### src/rtl/mthw_pkg.sv
// Shared constants and types for the multi-task heartbeat watchdog.
package mthw_pkg;

	localparam int NUM_TASKS = 8;
	localparam int TASK_W    = (NUM_TASKS > 1) ? $clog2(NUM_TASKS) : 1;
	localparam int TCNT_W    = $clog2(NUM_TASKS + 1);

	localparam int TIME_W = 48;
	localparam int TOUT_W = 32;
	localparam int FAIL_W = 8;
	localparam int IDX_W  = 4;
	localparam int RSN_W  = 2;

	localparam int S_TDATA_W = 56;
	localparam int M_TDATA_W = 16;

	localparam logic [TOUT_W-1:0] TASK_TIMEOUT_RST   = 32'd10000000;
	localparam logic [TOUT_W-1:0] GRACE_PERIOD_RST   = 32'd30000000;
	localparam logic [FAIL_W-1:0] FAIL_THRESHOLD_RST = 8'd3;
	localparam logic [TIME_W-1:0] START_TIME_RST     = 48'd0;

	localparam logic [1:0] CFG_TASK_TIMEOUT   = 2'd0;
	localparam logic [1:0] CFG_GRACE_PERIOD   = 2'd1;
	localparam logic [1:0] CFG_FAIL_THRESHOLD = 2'd2;
	localparam logic [1:0] CFG_START_TIME     = 2'd3;

	localparam logic CMD_HEARTBEAT = 1'b0;
	localparam logic CMD_CHECK     = 1'b1;

	localparam logic [RSN_W-1:0] REASON_NONE         = 2'd0;
	localparam logic [RSN_W-1:0] REASON_UI_FROZEN    = 2'd1;
	localparam logic [RSN_W-1:0] REASON_TASK_STALLED = 2'd2;

	localparam logic [FAIL_W-1:0] FAIL_MAX = 8'hFF;

	typedef struct packed {
		logic [FAIL_W-1:0] fail_count;
		logic [IDX_W-1:0]  stalled_task;
		logic [RSN_W-1:0]  reset_reason;
	} result_t;

endpackage

### src/rtl/multi_task_heartbeat_watchdog_core.sv
// Multi-task heartbeat watchdog: timestamp memory, failure counter and stall scan.
//
//   channel  dir  handshake               payload
//   s_*      in   s_tvalid / s_tready     tuser: cmd; tdata: task_index, now_time, lock_ok
//   m_*      out  m_tvalid / m_tready     tdata: reset_reason, stalled_task, fail_count
//   cfg_*    in   cfg_we                  cfg_index, cfg_data
//
// A heartbeat, or a check that ends in the grace window or in a UI-frozen request,
// goes from idle straight to the finish state. A check that scans passes through the scan
// state: the timestamp memory is read one task per cycle through its single, registered read port.
// Reset clears the valid bits, failure counter and state registers; no clearing pass is needed.
// A full output register holds the finished result and the next transaction waits.
module multi_task_heartbeat_watchdog_core (
	input  logic                              clk,
	input  logic                              arst_n,
	input  logic                              s_tvalid,
	output logic                              s_tready,
	input  logic [mthw_pkg::S_TDATA_W-1:0]    s_tdata,  // task_index[3:0], now_time[51:4], lock_ok[52]
	input  logic                              s_tuser,  // cmd
	output logic                              m_tvalid,
	input  logic                              m_tready,
	output logic [mthw_pkg::M_TDATA_W-1:0]    m_tdata,  // reset_reason[1:0], stalled_task[5:2], fail_count[13:6]
	input  logic                              cfg_we,
	input  logic [1:0]                        cfg_index,
	input  logic [mthw_pkg::TIME_W-1:0]       cfg_data
);

	localparam logic [1:0] ST_IDLE = 2'd0;
	localparam logic [1:0] ST_SCAN = 2'd1;
	localparam logic [1:0] ST_FIN  = 2'd2;

	localparam int TW = mthw_pkg::TASK_W;
	localparam int CW = mthw_pkg::TCNT_W;
	localparam logic [CW-1:0] SCAN_END  = CW'(mthw_pkg::NUM_TASKS);
	localparam logic [TW-1:0] LAST_TASK = TW'(mthw_pkg::NUM_TASKS - 1);

	logic [1:0] state_q;

	logic [mthw_pkg::TOUT_W-1:0] task_timeout_q;
	logic [mthw_pkg::TOUT_W-1:0] grace_period_q;
	logic [mthw_pkg::FAIL_W-1:0] fail_threshold_q;
	logic [mthw_pkg::TIME_W-1:0] start_time_q;

	logic [mthw_pkg::TIME_W-1:0] beat_mem [mthw_pkg::NUM_TASKS];
	logic [mthw_pkg::NUM_TASKS-1:0] beat_valid_q;
	logic [mthw_pkg::FAIL_W-1:0] fail_cnt_q;

	logic [mthw_pkg::TIME_W-1:0] now_q;
	logic [CW-1:0]               scan_q;
	logic                        chk_valid_s1;
	logic [TW-1:0]               chk_idx_s1;
	logic [mthw_pkg::TIME_W-1:0] rd_data_s1;
	mthw_pkg::result_t           res_q;

	logic                         in_cmd;
	logic [mthw_pkg::IDX_W-1:0]   in_idx;
	logic [mthw_pkg::TIME_W-1:0]  in_now;
	logic                         in_lock;
	logic                         accept;
	logic                         hb_write;
	logic [mthw_pkg::TIME_W-1:0]  since_start;
	logic                         grace_win;
	logic [mthw_pkg::FAIL_W-1:0]  cnt_inc;
	logic [mthw_pkg::FAIL_W-1:0]  cnt_next;
	logic                         ui_frozen;
	logic [mthw_pkg::TIME_W-1:0]  age;
	logic                         hit;
	logic                         scan_done;
	logic                         issue;
	logic                         out_free;

	assign in_idx  = s_tdata[3:0];
	assign in_now  = s_tdata[51:4];
	assign in_lock = s_tdata[52];
	assign in_cmd  = s_tuser;

	assign s_tready = (state_q == ST_IDLE);
	assign accept   = s_tvalid && s_tready;
	assign hb_write = accept && (in_cmd == mthw_pkg::CMD_HEARTBEAT) &&
		({1'b0, in_idx} < 5'(mthw_pkg::NUM_TASKS));

	assign since_start = in_now - start_time_q;
	assign grace_win = (in_now < start_time_q) ||
		(since_start < {16'd0, grace_period_q});
	assign cnt_inc = (fail_cnt_q < mthw_pkg::FAIL_MAX) ? fail_cnt_q + 8'd1 : fail_cnt_q;

	always_comb begin
		cnt_next  = fail_cnt_q;
		ui_frozen = 1'b0;
		if (in_lock) begin
			cnt_next = '0;
		end else if (!grace_win) begin
			cnt_next  = cnt_inc;
			ui_frozen = (cnt_inc >= fail_threshold_q);
		end
	end

	assign age       = now_q - rd_data_s1;
	assign hit       = chk_valid_s1 && beat_valid_q[chk_idx_s1] && (now_q >= rd_data_s1) &&
		(age > {16'd0, task_timeout_q});
	assign scan_done = chk_valid_s1 && (hit || (chk_idx_s1 == LAST_TASK));
	assign issue     = (state_q == ST_SCAN) && !scan_done && (scan_q < SCAN_END);
	assign out_free  = !m_tvalid || m_tready;

	// timestamp memory: one write port at accept, one registered read port for the scan
	always_ff @(posedge clk) begin
		if (hb_write) begin
			beat_mem[in_idx[TW-1:0]] <= in_now;
		end
		rd_data_s1 <= beat_mem[scan_q[TW-1:0]];
		chk_idx_s1 <= scan_q[TW-1:0];
	end

	always_ff @(posedge clk or negedge arst_n) begin
		if (!arst_n) begin
			task_timeout_q   <= mthw_pkg::TASK_TIMEOUT_RST;
			grace_period_q   <= mthw_pkg::GRACE_PERIOD_RST;
			fail_threshold_q <= mthw_pkg::FAIL_THRESHOLD_RST;
			start_time_q     <= mthw_pkg::START_TIME_RST;
		end else if (cfg_we) begin
			unique case (cfg_index)
				mthw_pkg::CFG_TASK_TIMEOUT:   task_timeout_q   <= cfg_data[31:0];
				mthw_pkg::CFG_GRACE_PERIOD:   grace_period_q   <= cfg_data[31:0];
				mthw_pkg::CFG_FAIL_THRESHOLD: fail_threshold_q <= cfg_data[7:0];
				mthw_pkg::CFG_START_TIME:     start_time_q     <= cfg_data;
				default: ;
			endcase
		end
	end

	always_ff @(posedge clk) begin
		if (accept) begin
			now_q <= in_now;
		end
	end

	always_ff @(posedge clk or negedge arst_n) begin
		if (!arst_n) begin
			state_q      <= ST_IDLE;
			beat_valid_q <= '0;
			fail_cnt_q   <= '0;
			scan_q       <= '0;
			chk_valid_s1 <= 1'b0;
			res_q        <= '0;
			m_tvalid     <= 1'b0;
			m_tdata      <= '0;
		end else begin
			chk_valid_s1 <= issue;
			if (issue) begin
				scan_q <= scan_q + CW'(1);
			end
			if (m_tvalid && m_tready && (state_q != ST_FIN)) begin
				m_tvalid <= 1'b0;
			end
			unique case (state_q)
				ST_IDLE: begin
					if (accept) begin
						res_q.stalled_task <= '0;
						scan_q             <= '0;
						if (in_cmd == mthw_pkg::CMD_HEARTBEAT) begin
							if (hb_write) begin
								beat_valid_q[in_idx[TW-1:0]] <= 1'b1;
							end
							res_q.reset_reason <= mthw_pkg::REASON_NONE;
							res_q.fail_count   <= fail_cnt_q;
							state_q <= ST_FIN;
						end else begin
							fail_cnt_q       <= cnt_next;
							res_q.fail_count <= cnt_next;
							if (ui_frozen) begin
								res_q.reset_reason <= mthw_pkg::REASON_UI_FROZEN;
								state_q <= ST_FIN;
							end else begin
								res_q.reset_reason <= mthw_pkg::REASON_NONE;
								if (grace_win) begin
									state_q <= ST_FIN;
								end else begin
									state_q <= ST_SCAN;
								end
							end
						end
					end
				end
				ST_SCAN: begin
					if (scan_done) begin
						if (hit) begin
							res_q.reset_reason <= mthw_pkg::REASON_TASK_STALLED;
							res_q.stalled_task <= mthw_pkg::IDX_W'(chk_idx_s1);
						end
						state_q <= ST_FIN;
					end
				end
				ST_FIN: begin
					if (out_free) begin
						m_tvalid <= 1'b1;
						m_tdata  <= {2'b00, res_q};
						state_q  <= ST_IDLE;
					end
				end
				default: state_q <= ST_IDLE;
			endcase
		end
	end

endmodule

### config.mk
export PLATFORM = sky130hd
export DESIGN_NAME = multi_task_heartbeat_watchdog_core
export DESIGN_NICKNAME = d
export VERILOG_FILES = /design/src/rtl/mthw_pkg.sv /design/src/rtl/multi_task_heartbeat_watchdog_core.sv
export SDC_FILE = /design/constraint.sdc
export NUM_CORES = 1
export LEC_CHECK = 0
export ABC_AREA = 1
export BUFFER_PORTS_ARGS = -buffer_cell sky130_fd_sc_hd__clkbuf_2
export CAP_MARGIN = 20
export CORE_UTILIZATION = 35
export DETAILED_ROUTE_END_ITERATION = 8
export GPL_TIMING_DRIVEN = 0
export SYNTH_ARGS = -nofsm -noshare
export SYNTH_HDL_FRONTEND = slang
export SYNTH_SLANG_ARGS = --single-unit
export TNS_END_PERCENT = 50
### constraint.sdc
create_clock -name clk -period 15.3 [get_ports clk]
set_input_delay 0.765 -clock clk [delete_from_list [all_inputs] [get_ports clk]]
set_output_delay 0.765 -clock clk [all_outputs]
set_load 0.01 [all_outputs]
==> flow_summary.rst <==
.. list-table::
   :header-rows: 1

   * - Metric
     - Value
   * - Most frequent standard cell in the layout excluding fill and tap cells
     - nand2_1
   * - WS Path Type
     - in2reg
   * - Share of final-layout standard cells stronger than drive strength 1
     - 0.0966
   * - Worst Setup End Kind
     - flop
   * - RR Startpoint
     - now_q[0]$_DFFE_PP_
   * - Weighted congestion at the end of routability-driven global placement
     - 0.956
   * - Post-CTS Hold Fix Bufs
     - 0
   * - Signed area change from the synthesized netlist to the final layout
     - 15.0%
   * - Startpoint types
     - input port
   * - Clock tree from TritonCTS
     - done
   * - Overflow after GRT
     - 0
   * - Slowest cell on the critical path
     - o21bai_1
   * - Die Area
     - 96000 µm²
   * - Number of routed nets with antenna violations
     - 0
   * - Required time at the endpoint of the critical path
     - 15.81 ns
   * - Worst Tran Pin Value
     - 1.07 ns
   * - Status
     - complete, no violations
   * - Pin count of the biggest net entering global routing
     - 89
   * - RSZ-0062 raised after global routing
     - no
   * - Mean instance size in the synthesized netlist
     - 8.96 µm²
   * - Power density of the placed cells
     - 174 nW/µm²
   * - Count of cell types in the netlist
     - 54
   * - Worst skew pair latency
     - 0.62 ns
   * - Sequential cell area
     - 18100 µm²
   * - Remaining design rule violation count
     - 0
   * - Post-Route Setup TNS
     - 0 ns
   * - Worst-case vdd ir drop
     - 0.140 mV
   * - Max transition margin
     - 0.286
   * - Area share of the leading cell type in the synthesized netlist
     - 0.391
   * - Largest fanout of any net on the critical path
     - 10
   * - Mapped Area
     - 33200 µm²
   * - Cell types occupying the most area after synthesis
     - edfxtp_1 39%, dfrtp_1 11%, nand2_1 7.6%, nor2_1 6.5%, ha_1 6.4%
   * - Parity-gate share of the synthesized area counting xor and xnor cells
     - 0.0174
   * - Iteration count of the initial detailed-routing pass
     - 6
   * - R2r endpoint
     - scan_q[2]$_DFF_PN0_
   * - Sequential-to-total area share from yosys stat
     - 0.545
   * - Peak per-stage delay on the critical path
     - 0.46 ns
   * - Worst slack, placed
     - 9.89 ns
   * - Wire length of the first global-routing pass
     - 158000 µm
   * - Placeable core region
     - 93600 µm²
   * - Share of synthesized cell area in and, or, nand and nor gates
     - 0.183
   * - Async S/R FF share, synth
     - 0.251
   * - Total clock sinks
     - 645
   * - Number of gates resized after CTS
     - 0
   * - Number of synthesized flops with an enable pin
     - 432
   * - Max Root-Sink Buffers
     - 3
   * - DIE WIDTH
     - 310 µm
   * - Area share of fa/ha/maj cells after synthesis
     - 0.0650
   * - Final worst clock skew
     - 0.0183 ns
   * - Average vias per placed instance
     - 4.99
   * - FP Rows
     - 112
   * - Final routed wire length divided by cell count
     - 20.2 µm
   * - Overall routed net length
     - 106000 µm
   * - Number of buffers inserted to repair setup after CTS
     - 0
   * - CP most frequent cell
     - nand3_1
   * - Fraction of the mapped netlist area in compound gates
     - 0.118
   * - Dominant synthesized flop cell
     - edfxtp_1
   * - Port Buffers
     - 123
   * - Post-route cell area
     - 38100 µm²
   * - Time the final worst path needs with I/O delays and setup
     - 4.78 ns
   * - Area taken by multi-input logic gates
     - 12900 µm²
   * - Post-synthesis mux area share
     - 0.00204
   * - I/O pin count
     - 130
   * - Dominant cell type by area after synthesis
     - edfxtp_1
   * - Final Hold Viols
     - 0
   * - Area post-placement
     - 35700 µm²
   * - Post-DP HPWL
     - 82200 µm
   * - Number of buffers inserted during clock tree synthesis
     - 72
   * - Final setup slack of the worst path
     - 10.52 ns
   * - Leakage power summed over all cells
     - 16.1 nW
   * - Endpoints failing setup
     - 0
   * - Most frequent cells in the layout
     - 672 x nand2_1, 564 x nor2_1, 474 x inv_1
   * - Number of global-route vias before repair
     - 26.2k
   * - Total via count in the routed design
     - 26.1k
   * - FILL cells
     - 9476
   * - Internal reg-to-reg setup slack
     - 10.67 ns
   * - Count of final max-slew check failures
     - 0
   * - Number of register bits inferred by synthesis
     - 645
   * - Arrival time worst endpoint
     - 5.29 ns
   * - Reported max-cap violation count
     - 0
   * - Floorplan die height
     - 310 µm
   * - H-Tree Level Count
     - 3
   * - Net count reported at finish
     - 4197
   * - Number of antenna violations at the first check in global routing
     - 10
   * - Cell at the root of the clock tree
     - clkbuf_16
   * - Cells after synthesis
     - 3700
   * - Max Fclk
     - 209 MHz
   * - Number of warning messages in the yosys log
     - 0
   * - Starting DRT DRC Count
     - 1970
   * - Classification of the worst-slack hold path
     - in2async
   * - Starting density of the core
     - 0.354
   * - Overall Global Routing Usage
     - 0.221
   * - Combinational family with the most area after synthesis
     - simple AND/OR/NAND/NOR gates
   * - Worst reg2reg path depth
     - 28
   * - Portion of the clock cycle consumed by the worst path in the final layout
     - 0.313
   * - Clock Pin Slew Worst Setup and Hold Paths
     - 0.06 ns
power by group:
group	internal [mW]	switching, mW
Combinational	0.895	1.88
Sequential	2.06	0.0823
Clock	1.01	0.718
Total	3.97	2.68
flip-flops by register name, summed over array words and instances (netlist names), 4 cells and up:
| signal | count |
|---|---|
| grace_period_q | 32 |
| beat_valid_q | 8 |
| start_time_q | 48 |
| now_q | 48 |
| beat_mem | 384 |
| rd_data_s1 | 48 |
| scan_q | 4 |
| fail_threshold_q | 8 |
| task_timeout_q | 32 |
| res_q | 13 |
| m_tdata | 13 |
critical path, delay by kind of cell:
family | cells | cell delay (ns)
and+or+nand+nor | 14 | 1.68
adders and majority gates | 3 | 0.86
xor gates and xnor gates | 1 | 0.19
AOI/OAI and AO/OA | 5 | 0.99
buffers and inverters | 5 | 0.81
kinds of logic after synthesis:
logic type | count (synthesis)
buffers and inverters | 604
muxes | 6
xor gates and xnor gates | 66
adders and majority gates | 171
DFF | 645
other | 1
AOI/OAI and AO/OA | 729
and+or+nand+nor | 1478
stage by stage:
| step | hold WS, ns | util | cells | power [mW] |
|---|---|---|---|---|
| after floorplan | 0.369 | - | 3702 | 4.03 |
| after global placement | 0.397 | 0.378 | 5079 | 4.89 |
| after detailed placement | 0.395 | 0.382 | 5094 | 4.92 |
| after CTS | 0.164 | 0.407 | 5228 | 6.67 |
| after global routing | 0.181 | 0.407 | 5228 | 7.11 |
| final | 0.157 | 0.407 | 5232 | 6.65 |
final cells by class:
| type | instances | area share |
|---|---|---|
| flip-flops and latches | 645 | 0.474 |
| multi-input cells | 2453 | 0.337 |
| clock buffers | 106 | 0.0541 |
| inverters | 502 | 0.0494 |
| well taps | 1254 | 0.0411 |
| repair buffers | 138 | 0.0248 |
| plain buffers | 102 | 0.0106 |
| clock inverters | 28 | 0.00824 |
| diodes | 4 | 0.000263 |
synth_stat cells (3+ instances only):
master and n:
o21a_1 5, nand3_1 104, mux2_2 6, buf_1 9, nor3_1 23, dfrtp_1 142
or2_2 6, o21ai_0 375, nor3_2 3, clkbuf_1 87, dfxtp_1 51, edfxtp_1 432
buf_4 3, a21boi_0 3, a31oi_1 62, nand2_2 18, clkinv_1 4, nand4_1 38
inv_2 24, o21bai_1 15, nand2_1 672, xnor2_1 21, a21oi_1 178, o21ai_1 23
nand2_4 5, nor2_2 19, nor2_1 573, a21o_1 5, o22ai_1 48, xor2_1 45
o21ai_2 4, nand3_2 6, ha_1 169, dfstp_2 20, inv_1 474
routing by layer:
layer | track usage | wire length (µm)
met5 | 0 | 0
met4 | 0.0725 | 3410
met3 | 0.0276 | 5120
met2 | 0.379 | 51200
met1 | 0.289 | 46000
how the worst max path moves through the flow:
stage	from	to	slack, ns
2_1_floorplan	s_tvalid	beat_mem[0][0]$_DFFE_PP_	9.13
3_3_place_gp	s_tvalid	beat_mem[0][11]$_DFFE_PP_	4.77
3_5_place_dp	s_tdata[4]	res_q[11]$_DFFE_PN0P_	9.89
4_1_cts	s_tdata[4]	res_q[12]$_DFFE_PN0P_	10.56
5_1_grt	s_tdata[4]	res_q[9]$_DFFE_PN0P_	10.24
6_report	s_tdata[4]	res_q[11]$_DFFE_PN0P_	10.52
Note: power is estimated with default switching activity, not from simulation.
